$ cat config.mk
export PLATFORM = sky130hd
export DESIGN_NAME = tlq_corner
export DESIGN_NICKNAME = d
export VERILOG_FILES = /design/src/hw/rtl/tlq_pkg.sv /design/src/hw/rtl/tlq_corner.sv
export SDC_FILE = /design/constraint.sdc
export NUM_CORES = 1
export LEC_CHECK = 0
export ABC_AREA = 1
export BUFFER_PORTS_ARGS = -buffer_cell sky130_fd_sc_hd__buf_2
export CAP_MARGIN = 20
export CORE_AREA = 5 5 382 384
export CTS_CLUSTER_SIZE = 14
export DETAILED_ROUTE_END_ITERATION = 6
export DIE_AREA = 0 0 387 389
export SYNTH_ARGS = -nofsm -noshare
export SYNTH_HDL_FRONTEND = slang
export SYNTH_SLANG_ARGS = --single-unit
$ cat constraint.sdc
create_clock -name clk_i -period 7.4 [get_ports clk_i]
set_input_delay 0.37 -clock clk_i [delete_from_list [all_inputs] [get_ports clk_i]]
set_output_delay 0.37 -clock clk_i [all_outputs]
set_load 0.05 [all_outputs]
$ cat src/hw/rtl/tlq_pkg.sv
`timescale 1ns / 1ps
`default_nettype none
// ----------------------------------------------------------------------------
// tlq_pkg: shared types, widths and helpers of the thick line quad expander
// Holds the fixed-point widths, the payload structs that travel down the
// pipeline and the saturating corner adder.
// ----------------------------------------------------------------------------
package tlq_pkg;

  localparam int COORD_BITS  = 24;
  localparam int WIDTH_BITS  = 16;
  localparam int COLOUR_BITS = 32;

  // Endpoint difference, its square sum and the scaled numerator.
  localparam int DELTA_BITS = COORD_BITS + 1;
  localparam int SQ_BITS    = 2 * DELTA_BITS;
  localparam int P_BITS     = DELTA_BITS + WIDTH_BITS;
  localparam int P_LO_BITS  = (P_BITS + 1) / 2;
  localparam int P_HI_BITS  = P_BITS - P_LO_BITS;
  localparam int P2_BITS    = 2 * P_BITS;

  // Offset magnitude: one result bit per search step.
  localparam int MAG_BITS = WIDTH_BITS;
  localparam int ACC_BITS = SQ_BITS + 2 * MAG_BITS + 6;
  localparam int SUM_BITS = COORD_BITS + 2;

  localparam int IN_BITS  = 4 * COORD_BITS + WIDTH_BITS + COLOUR_BITS;
  localparam int OUT_BITS = 8 * COORD_BITS + COLOUR_BITS;

  typedef logic signed [COORD_BITS-1:0] coord_t;
  typedef logic signed [ACC_BITS-1:0]   acc_t;

  typedef struct packed {
    coord_t                 ax;
    coord_t                 ay;
    coord_t                 bx;
    coord_t                 by;
    logic                   neg_x;
    logic                   neg_y;
    logic [COLOUR_BITS-1:0] colour;
  } geom_t;

  // q: sq*t^2 of the accepted prefix, c: cross term, a: square term.
  typedef struct packed {
    geom_t               geom;
    logic [P2_BITS-1:0]  p2x;
    logic [P2_BITS-1:0]  p2y;
    acc_t                qx;
    acc_t                qy;
    acc_t                cx;
    acc_t                cy;
    acc_t                a;
    logic [MAG_BITS-1:0] mx;
    logic [MAG_BITS-1:0] my;
  } srch_t;

  function automatic coord_t add_sat(coord_t c, logic [MAG_BITS-1:0] mag, logic sub);
    logic signed [SUM_BITS-1:0] ce;
    logic signed [SUM_BITS-1:0] me;
    logic signed [SUM_BITS-1:0] s;
    logic signed [SUM_BITS-1:0] mx;
    logic signed [SUM_BITS-1:0] mn;
    ce = {{(SUM_BITS-COORD_BITS){c[COORD_BITS-1]}}, c};
    me = $signed({{(SUM_BITS-MAG_BITS){1'b0}}, mag});
    s  = sub ? ce - me : ce + me;
    mx = $signed({{(SUM_BITS-COORD_BITS+1){1'b0}}, {(COORD_BITS-1){1'b1}}});
    mn = -mx - $signed(SUM_BITS'(1));
    if (s > mx) begin
      s = mx;
    end else if (s < mn) begin
      s = mn;
    end
    return s[COORD_BITS-1:0];
  endfunction

endpackage
`default_nettype wire

$ cat src/hw/rtl/tlq_corner.sv
`timescale 1ns / 1ps
`default_nettype none
// ----------------------------------------------------------------------------
// tlq_corner: corner formation and output register
// Applies the signed offset to both endpoints with saturation and holds the
// packed result until the receiver takes it.
// ----------------------------------------------------------------------------
module tlq_corner import tlq_pkg::*; (
  input  wire logic                clk_i,
  input  wire logic                rst_ni,
  input  wire logic                in_valid_i,
  output logic                     in_ready_o,
  input  wire srch_t               in_data_i,
  output logic                     out_valid_o,
  input  wire logic                out_ready_i,
  output logic [OUT_BITS-1:0]      out_data_o
);

  logic                valid_q;
  logic [OUT_BITS-1:0] data_q;
  logic [OUT_BITS-1:0] data_d;
  geom_t               g;

  assign g           = in_data_i.geom;
  assign in_ready_o  = !valid_q || out_ready_i;
  assign out_valid_o = valid_q;
  assign out_data_o  = data_q;

  always_comb begin
    data_d = {g.colour,
              add_sat(g.ay, in_data_i.my, !g.neg_y),
              add_sat(g.ax, in_data_i.mx, !g.neg_x),
              add_sat(g.by, in_data_i.my, !g.neg_y),
              add_sat(g.bx, in_data_i.mx, !g.neg_x),
              add_sat(g.by, in_data_i.my, g.neg_y),
              add_sat(g.bx, in_data_i.mx, g.neg_x),
              add_sat(g.ay, in_data_i.my, g.neg_y),
              add_sat(g.ax, in_data_i.mx, g.neg_x)};
  end

  always_ff @(posedge clk_i) begin
    if (in_ready_o) begin
      data_q <= data_d;
    end
  end

  always_ff @(posedge clk_i or negedge rst_ni) begin
    if (!rst_ni) begin
      valid_q <= 1'b0;
    end else if (in_ready_o) begin
      valid_q <= in_valid_i;
    end
  end

endmodule
`default_nettype wire

==> results.cfg <==
[power]
ir_drop_v = 0.0001747
power_switching_mw = 2.486
power.density_nw_per_um2 = 203.0
power_leakage_nw = 13.95
power_switching_share = 0.4541
clockPowerShare = 0.261
p_int_mw = 2.989
p_comb_frac = 0.429
seq_power_share = 0.310

[timing]
hold_violations = 0
period_share = 0.4264
relSlewSlack = 0.2311
fmax_mhz = 316.9
maxSlewViolCount = 0
tightest_slew_ns = 1.151
layout_setup_ws_ns = 4.245
skew_ns = 0.03807
final.setup.tns_ns = 0
fin_crit_ns = 3.155
grt_setup_unrepaired = false
setup_viol = 0

[setup_path]
critPathMaxFanout = 23
r2r_cells = 2
reg2reg_from = out_valid_o$_DFFE_PN0P_
path_class = in2reg
arrival_ns = 3.42
r2r_setup_slack_ns = 5.12
required_ns = 7.66
critPathLaunchType = input pin
cp-end-kind = register
cp-startpoint = in_data_i[27]
worstSetupEndpoint = out_data_o[12]$_SDFFCE_PN1P_
rr_endpoint = out_data_o[148]$_SDFFCE_PN1P_

[cts]
cts_tree = yes
clock_latency_ns = 0.61
clock_sinks = 225
cts_root_buf = clkbuf_16
numCtsBuffers = 29
clock_path_buffers = 3
cts.clk_slew.worst_paths_ns = 0.06
cts_max_level = 1

[global_route]
grt_overflow_total = 0
grt_usage = 0.1381
grt_pass1_wl_mm = 152.2
antenna_found_initial = 64
grt_pass1_vias = 20970
grt_max_degree = 121

[floorplan]
die_h_um = 389
dieArea_sq_um = 150500
start_util = 0.1535
fp.dieW_um = 387
rows = 139
coreArea_sq_um = 142400
io_pins = 996

[drt]
drt_iter0_drc = 1985
wire_per_inst_um = 19.21
vias = 22950
drcViolationCount = 0
drt_first_pass_iters = 6
totalWireLength_mm = 110.0
antenna_left = 0
via_per_inst = 4.009

[outcome]
status = completed

[cells_and_area]
syn_to_final_growth_pct = 23.41
multiInputGateArea_sq_um = 12400
final_nets = 4686
fillerInstances = 16320
drive_above_1_share = 0.1375
seqCellArea_sq_um = 6751

[synthesis]
ys_top_cells_by_area = edfxtp_1 (31%), nand2_1 (24%), inv_1 (9.0%)
ys_ff_latch = 225
syn_nets = 4335
synth_area_sq_um = 21860
synth.top_cell.area_share = 0.3077
synth-seq-area-share = 0.3089
yosysWarnings = 0
netlist_instances = 3429
synth_edf_count = 224
ys.flop_type = edfxtp_1
yosys-top-cells-count = nand2_1 (1407), inv_1 (527), nor2_1 (283)
yosysTopAreaCell = edfxtp_1
synth_most_common_cell = nand2_1
ys_types = 43
synth-async-reset-ratio = 0.004444
avgSynthCellArea_sq_um = 6.375

[placement]
dp_slack_ns = 3.591
gp_congestion = 0.9840
dpl.hpwl_mm = 94.52
portBuffers = 391

[run]
drv_cap = 0

[min_path]
min_path_type = in2reg
## per-stage QoR
stage               power (mW)    util  instance area [sq um]  hold slack, ns  instances
floorplan                3.296       -                  21860         0.07441       3429
global placement         4.061  0.1800                  25630          0.1455       5617
detailed placement       4.052  0.1800                  25630          0.1495       5617
CTS                      5.532  0.1889                  26900         0.03343       5704
global route             5.788  0.1891                  26940         0.01958       5709
finish                   5.475  0.1894                  26980         0.01656       5724
## state kept, by name, indices dropped and copies added, names as in the netlist
signal and flops:
out_data_o 224, out_valid_o 1
## power groups by stage
| stage | clock network (mW) | registers (mW) | logic, mW |
|---|---|---|---|
| after global placement | 0 | 1.72 | 2.34 |
| after global routing | 1.53 | 1.71 | 2.54 |
| final | 1.43 | 1.70 | 2.35 |
| after detailed placement | 0 | 1.72 | 2.33 |
| after CTS | 1.47 | 1.70 | 2.36 |
| after floorplan | 0 | 2.30 | 0.999 |
## placed cells by master (no fill, tap or decap), drive strengths merged, types with 18 or more instances in the layout
master,netlist,layout
nand3,241,241
o21ai,124,124
dlygate4sd3,0,33
nand4,40,40
ha,128,128
buf,91,404
nand2,1433,1433
inv,542,548
xor2,98,98
nor2,301,301
clkbuf,26,35
diode,0,18
edfxtp,224,224
a21oi,79,79
## critical path, cell delays in order
cell and delay (ns):
buf_2 0.12, inv_1 0.08, ha_1 0.51, inv_1 0.15, a21oi_1 0.40, nand2_1 0.15
nand2_1 0.09, nand2_1 0.05, nand2_1 0.05, nand3_1 0.09, a22oi_2 0.24, nand2_1 0.74
nand2_1 0.24, nand2_1 0.12
## logic make-up after synthesis
logic type,count (synthesis),share of synthesized area
simple gates,2064,0.3845
buf+inv,662,0.1241
compound gates,227,0.05529
flops,225,0.3089
fa+ha+maj,136,0.08060
xor+xnor,106,0.04247
mux,9,0.004122
## routing by layer
layer	global-route usage	vias up	wire (um)
met5	0	-	223
met4	0.03240	36	2843
met3	0.04341	136	9891
met2	0.2125	835	46890
met1	0.1884	10600	50120
li1	-	11350	-
## how the worst min path moves through the flow
stage                              start                        end  depth (start not counted)
after floorplan                   rst_ni    out_valid_o$_DFFE_PN0P_                          0
after global placement            rst_ni    out_valid_o$_DFFE_PN0P_                          1
after detailed placement          rst_ni    out_valid_o$_DFFE_PN0P_                          1
after CTS                 in_data_i[646]  out_data_o[202]$_DFFE_PP_                          1
after global routing      in_data_i[646]  out_data_o[202]$_DFFE_PP_                          1
final                     in_data_i[646]  out_data_o[202]$_DFFE_PP_                          1
## final cells by class
class,count,area share
sequential,225,0.2503
antenna,18,0.001670
clock inverter,19,0.006447
clock buffer,35,0.02848
multi-input combinational,2542,0.4597
tap,1903,0.08827
inverter,545,0.07583
timing repair buffer,437,0.08929
## what timing repair did
| item | in CTS | in global routing |
|---|---|---|
| setup buffers | 0 | 0 |
| resized for setup | 0 | 0 |
| endpoints found under the hold margin | 33 | 0 |
| hold buffers | 33 | 0 |
| setup endpoints to repair | 0 | 0 |
Note: power is estimated with default switching activity, not from simulation.
