==> src/hw/rtl/tlq_pkg.sv <==
`timescale 1ns / 1ps
`default_nettype none
// ----------------------------------------------------------------------------
// tlq_pkg: shared types, widths and helpers of the thick line quad expander
// Holds the fixed-point widths, the payload structs that travel down the
// pipeline and the saturating corner adder.
// ----------------------------------------------------------------------------
package tlq_pkg;

  localparam int COORD_BITS  = 24;
  localparam int WIDTH_BITS  = 16;
  localparam int COLOUR_BITS = 32;

  // Endpoint difference, its square sum and the scaled numerator.
  localparam int DELTA_BITS = COORD_BITS + 1;
  localparam int SQ_BITS    = 2 * DELTA_BITS;
  localparam int P_BITS     = DELTA_BITS + WIDTH_BITS;
  localparam int P_LO_BITS  = (P_BITS + 1) / 2;
  localparam int P_HI_BITS  = P_BITS - P_LO_BITS;
  localparam int P2_BITS    = 2 * P_BITS;

  // Offset magnitude: one result bit per search step.
  localparam int MAG_BITS = WIDTH_BITS;
  localparam int ACC_BITS = SQ_BITS + 2 * MAG_BITS + 6;
  localparam int SUM_BITS = COORD_BITS + 2;

  localparam int IN_BITS  = 4 * COORD_BITS + WIDTH_BITS + COLOUR_BITS;
  localparam int OUT_BITS = 8 * COORD_BITS + COLOUR_BITS;

  typedef logic signed [COORD_BITS-1:0] coord_t;
  typedef logic signed [ACC_BITS-1:0]   acc_t;

  typedef struct packed {
    coord_t                 ax;
    coord_t                 ay;
    coord_t                 bx;
    coord_t                 by;
    logic                   neg_x;
    logic                   neg_y;
    logic [COLOUR_BITS-1:0] colour;
  } geom_t;

  // q: sq*t^2 of the accepted prefix, c: cross term, a: square term.
  typedef struct packed {
    geom_t               geom;
    logic [P2_BITS-1:0]  p2x;
    logic [P2_BITS-1:0]  p2y;
    acc_t                qx;
    acc_t                qy;
    acc_t                cx;
    acc_t                cy;
    acc_t                a;
    logic [MAG_BITS-1:0] mx;
    logic [MAG_BITS-1:0] my;
  } srch_t;

  function automatic coord_t add_sat(coord_t c, logic [MAG_BITS-1:0] mag, logic sub);
    logic signed [SUM_BITS-1:0] ce;
    logic signed [SUM_BITS-1:0] me;
    logic signed [SUM_BITS-1:0] s;
    logic signed [SUM_BITS-1:0] mx;
    logic signed [SUM_BITS-1:0] mn;
    ce = {{(SUM_BITS-COORD_BITS){c[COORD_BITS-1]}}, c};
    me = $signed({{(SUM_BITS-MAG_BITS){1'b0}}, mag});
    s  = sub ? ce - me : ce + me;
    mx = $signed({{(SUM_BITS-COORD_BITS+1){1'b0}}, {(COORD_BITS-1){1'b1}}});
    mn = -mx - $signed(SUM_BITS'(1));
    if (s > mx) begin
      s = mx;
    end else if (s < mn) begin
      s = mn;
    end
    return s[COORD_BITS-1:0];
  endfunction

endpackage
`default_nettype wire

==> src/hw/rtl/tlq_step.sv <==
`timescale 1ns / 1ps
`default_nettype none
// ----------------------------------------------------------------------------
// tlq_step: one result bit of the offset magnitude search
// Tries to set the next bit of each magnitude by comparing the length square
// times the squared odd bound against the numerator square.
// ----------------------------------------------------------------------------
module tlq_step import tlq_pkg::*; (
  input  wire logic  clk_i,
  input  wire logic  rst_ni,
  input  wire logic  in_valid_i,
  output logic       in_ready_o,
  input  wire srch_t in_data_i,
  output logic       out_valid_o,
  input  wire logic  out_ready_i,
  output srch_t      out_data_o
);

  logic  valid_q;
  srch_t data_q;
  srch_t nxt;
  acc_t  try_x, try_y;
  logic  ok_x, ok_y;

  assign in_ready_o  = !valid_q || out_ready_i;
  assign out_valid_o = valid_q;
  assign out_data_o  = data_q;

  always_comb begin
    try_x = in_data_i.qx + in_data_i.cx + in_data_i.a;
    try_y = in_data_i.qy + in_data_i.cy + in_data_i.a;
    ok_x  = try_x <= $signed({{(ACC_BITS-P2_BITS){1'b0}}, in_data_i.p2x});
    ok_y  = try_y <= $signed({{(ACC_BITS-P2_BITS){1'b0}}, in_data_i.p2y});
    nxt      = in_data_i;
    nxt.qx   = ok_x ? try_x : in_data_i.qx;
    nxt.qy   = ok_y ? try_y : in_data_i.qy;
    nxt.cx   = (ok_x ? in_data_i.cx + (in_data_i.a <<< 1) : in_data_i.cx) >>> 1;
    nxt.cy   = (ok_y ? in_data_i.cy + (in_data_i.a <<< 1) : in_data_i.cy) >>> 1;
    nxt.a    = in_data_i.a >>> 2;
    nxt.mx   = {in_data_i.mx[MAG_BITS-2:0], ok_x};
    nxt.my   = {in_data_i.my[MAG_BITS-2:0], ok_y};
  end

  always_ff @(posedge clk_i) begin
    if (in_ready_o) begin
      data_q <= nxt;
    end
  end

  always_ff @(posedge clk_i or negedge rst_ni) begin
    if (!rst_ni) begin
      valid_q <= 1'b0;
    end else if (in_ready_o) begin
      valid_q <= in_valid_i;
    end
  end

endmodule
`default_nettype wire

==> config.mk <==
export PLATFORM = sky130hd
export DESIGN_NAME = tlq_step
export DESIGN_NICKNAME = d
export VERILOG_FILES = /design/src/hw/rtl/tlq_pkg.sv /design/src/hw/rtl/tlq_step.sv
export SDC_FILE = /design/constraint.sdc
export NUM_CORES = 2
export LEC_CHECK = 0
export BUFFER_PORTS_ARGS = -buffer_cell sky130_fd_sc_hd__buf_2
export CAP_MARGIN = 20
export CORE_AREA = 2 2 592 594
export CTS_BUF_LIST = sky130_fd_sc_hd__clkbuf_8
export CTS_CLUSTER_DIAMETER = 200
export CTS_CLUSTER_SIZE = 28
export DETAILED_ROUTE_END_ITERATION = 7
export DIE_AREA = 0 0 594 596
export GPL_TIMING_DRIVEN = 0
export PLACE_DENSITY = 0.4
export SLEW_MARGIN = 20
export SYNTH_ARGS = -nofsm -noshare
export SYNTH_HDL_FRONTEND = slang
export SYNTH_SLANG_ARGS = --single-unit
==> constraint.sdc <==
create_clock -name clk_i -period 19.2 [get_ports clk_i]
set_input_delay 0.96 -clock clk_i [delete_from_list [all_inputs] [get_ports clk_i]]
set_output_delay 0.96 -clock clk_i [all_outputs]
set_load 0.03 [all_outputs]
==> metrics <==
CTS tree yes; Clock power frac 11.4%; Async S/R FF share, synth 0.1311%; first-pass GRT wire length 494000 µm; core area 0.3478 mm²; Initial Utilization 15.89%; switching power 0.004137 W; vias in the first global route 50730; FP Rows 217; CP Class in2reg; clock sink total 763; die footprint 0.3540 mm²; Critical Path Source Type primary input; cell mode on critical path buf_4; Combinational Power Share 58.5%; Setup violations, final 0; VDD IR max 0.06714 mV; setup TNS 0 ps; router iterations before antenna repair 5; DRC 0; Post-Syn Instances 5012; clock buffer depth 3; average cell area after synthesis 11.03 µm²; CP delay by family, top compound AO/OA/AOI/OAI gates; antenna-violating nets left 0; number of synthesized flops with an enable pin 762; Worst Skew 74.61 ps; P_leak 30.59 nW; area delta synth->final 30.09%; required time worst endpoint 19850 ps; clock slew at reported path FFs 200 ps; Final Max Tran Viols 0; unrepaired setup endpoints after global routing false; CTS Root Cell clkbuf_8; cell-internal power 0.004024 W; largest net degree at the start of global routing 53; H-tree depth 2; sequential element share of the synthesized area 41.45%; final RePlAce weighted congestion 0.9397; PwrDens 113.5 mW/mm²; Sw Ratio 50.70%; sequential power share 30.1%; post-synth net total 6468; Hold Crit Class in2reg; DP Wirelength 340000 µm; post_cts resized 0; Period minus WS final 13290 ps; critical path capture point type register; crit path DAT 13940 ps; vias per inst 4.394; number of synthesized register bits 763; gr ovfl total 0; Net count, final 8216; IO Pins 1538; worst slew pin tran 1332 ps; critical path buffer and inverter count 8; Final Hold Vio Count 0; crit path max fanout 11; slew margin rel. 10.60%; Synth cell types 90; Max-Cap Viols 0; Final Cell Area 0.07190 mm²; Synth warnings 0; crit path max-delay cell type a2111oi_2; Die Wd 594 µm; Wirelength per Cell 33.75 µm; Setup Buffers After CTS 0; Main synth FF type edfxtp_1; global-route usage over all layers 20.97%; Via Count 50260; ratio of cells with drive above 1 in the final layout 29.73%; placed inst area 0.06952 mm²; worst skew pair latency 930 ps; Die Y 596 µm; initial drt markers 4162; Tcrit/Tclk final 69.21%; Post-Route WL 386000 µm; port bufs 1535; Achievable Freq 0.07525 GHz; Hold Buf Count CTS 137; Post-Synthesis Cell Area 0.05527 mm²; status complete, no violations; initial antenna violation count 180; largest stage delay on the critical path 920 ps; CTS Buf Count 40
synth_stat cells (44+ instances only):
library cell,number,share of area (%)
xnor2_1,216,3.4
mux2_2,183,3.7
a21o_1,267,3.6
nand3_1,50,0.45
edfxtp_1,762,41
a21oi_1,514,4.7
o21bai_1,75,1.0
nand4_1,136,1.5
nor2b_1,56,0.63
mux2_4,77,2.1
clkbuf_1,122,0.83
o21ai_0,230,2.1
fa_1,178,6.4
nand2b_1,44,0.50
xor2_1,119,1.9
nand2_1,288,2.0
o21a_1,44,0.60
ha_1,508,12
nor2_1,284,1.9
inv_1,289,2.0
nor3_1,63,0.57
a31oi_1,50,0.57
layout make-up:
class / instances / area [µm²]
Clock buffer: 40 / 550.5
Clock inverter: 24 / 317.8
Antenna cell: 55 / 137.6
Sequential cell: 763 / 22910
Buffer: 187 / 898.4
Fill cell: 38320 / 275900
Tap cell: 4599 / 5754
Inverter: 289 / 1085
Timing Repair Buffer: 1706 / 9697
Multi-Input combinational cell: 3773 / 30550
path summary, 6_finish.rpt:
path	from	to	slack (ps)	depth (start not counted)
worst max-delay path	in_data_i[47]	out_data_o[135]	5910	31
worst min-delay path	in_data_i[473]	out_data_o[473]	180	1
worst max register to register	out_valid_o	out_data_o[193]	16110	6
worst min register to register	out_valid_o	out_valid_o	1140	2
max in group asynchronous	rst_ni	out_valid_o	18820	2
min in group asynchronous	rst_ni	out_valid_o	300	2
kinds of logic after synthesis:
group           count (synthesis)  share of synthesized area [%]
compound gates               1432                          16.43
fa+ha+maj                     686                          17.95
buf+inv                       476                          3.588
flops                         763                          41.45
mux                           278                          6.172
xor+xnor                      336                          5.350
simple gates                 1041                          9.067
layout by cell type (no fill, tap or decap), drive strengths merged, types with 165 or more instances in the layout:
cell	instances
clkbuf	165
edfxtp	762
inv	303
ha	508
fa	178
nand2	288
mux2	271
nor2	284
xnor2	216
a21o	267
buf	1630
o21ai	241
a21oi	514
sequential cells by signal, indices dropped and copies added, names as in the netlist:
signal and flops:
out_data_o 762, out_valid_o 1
metal layers:
layer / vias up / global-route usage (%) / part of all wire (%)
met4: 64 / 7.919 / 4.2
met3: 482 / 5.733 / 7.3
met2: 2245 / 37.06 / 49
met5: - / 0 / 0.11
li1: 22230 / - / -
met1: 25240 / 23.93 / 39
stage by stage:
stage | instances | setup slack, ps | util [%] | total power, W | hold slack [ps]
after global routing | 11400 | 5663 | 20.64 | 0.008608 | 65.45
final | 11440 | 5911 | 20.67 | 0.008161 | 181.9
after detailed placement | 11180 | 4474 | 19.99 | 0.007304 | 743.1
after global placement | 11150 | 96.15 | 19.75 | 0.007362 | 735.8
after floorplan | 5012 | 7723 | - | 0.005227 | 664.4
after CTS | 11380 | 5531 | 20.63 | 0.008339 | 1.383
power by group through the flow:
stage,clock [W],sequential [W],combinational (W)
final,0.000932,0.00245,0.00478
after global routing,0.00103,0.00248,0.00509
after CTS,0.00101,0.00246,0.00487
after detailed placement,0,0.00249,0.00481
after global placement,0,0.00258,0.00479
after floorplan,0,0.00322,0.00201
Power figures use the tool's default switching activity.
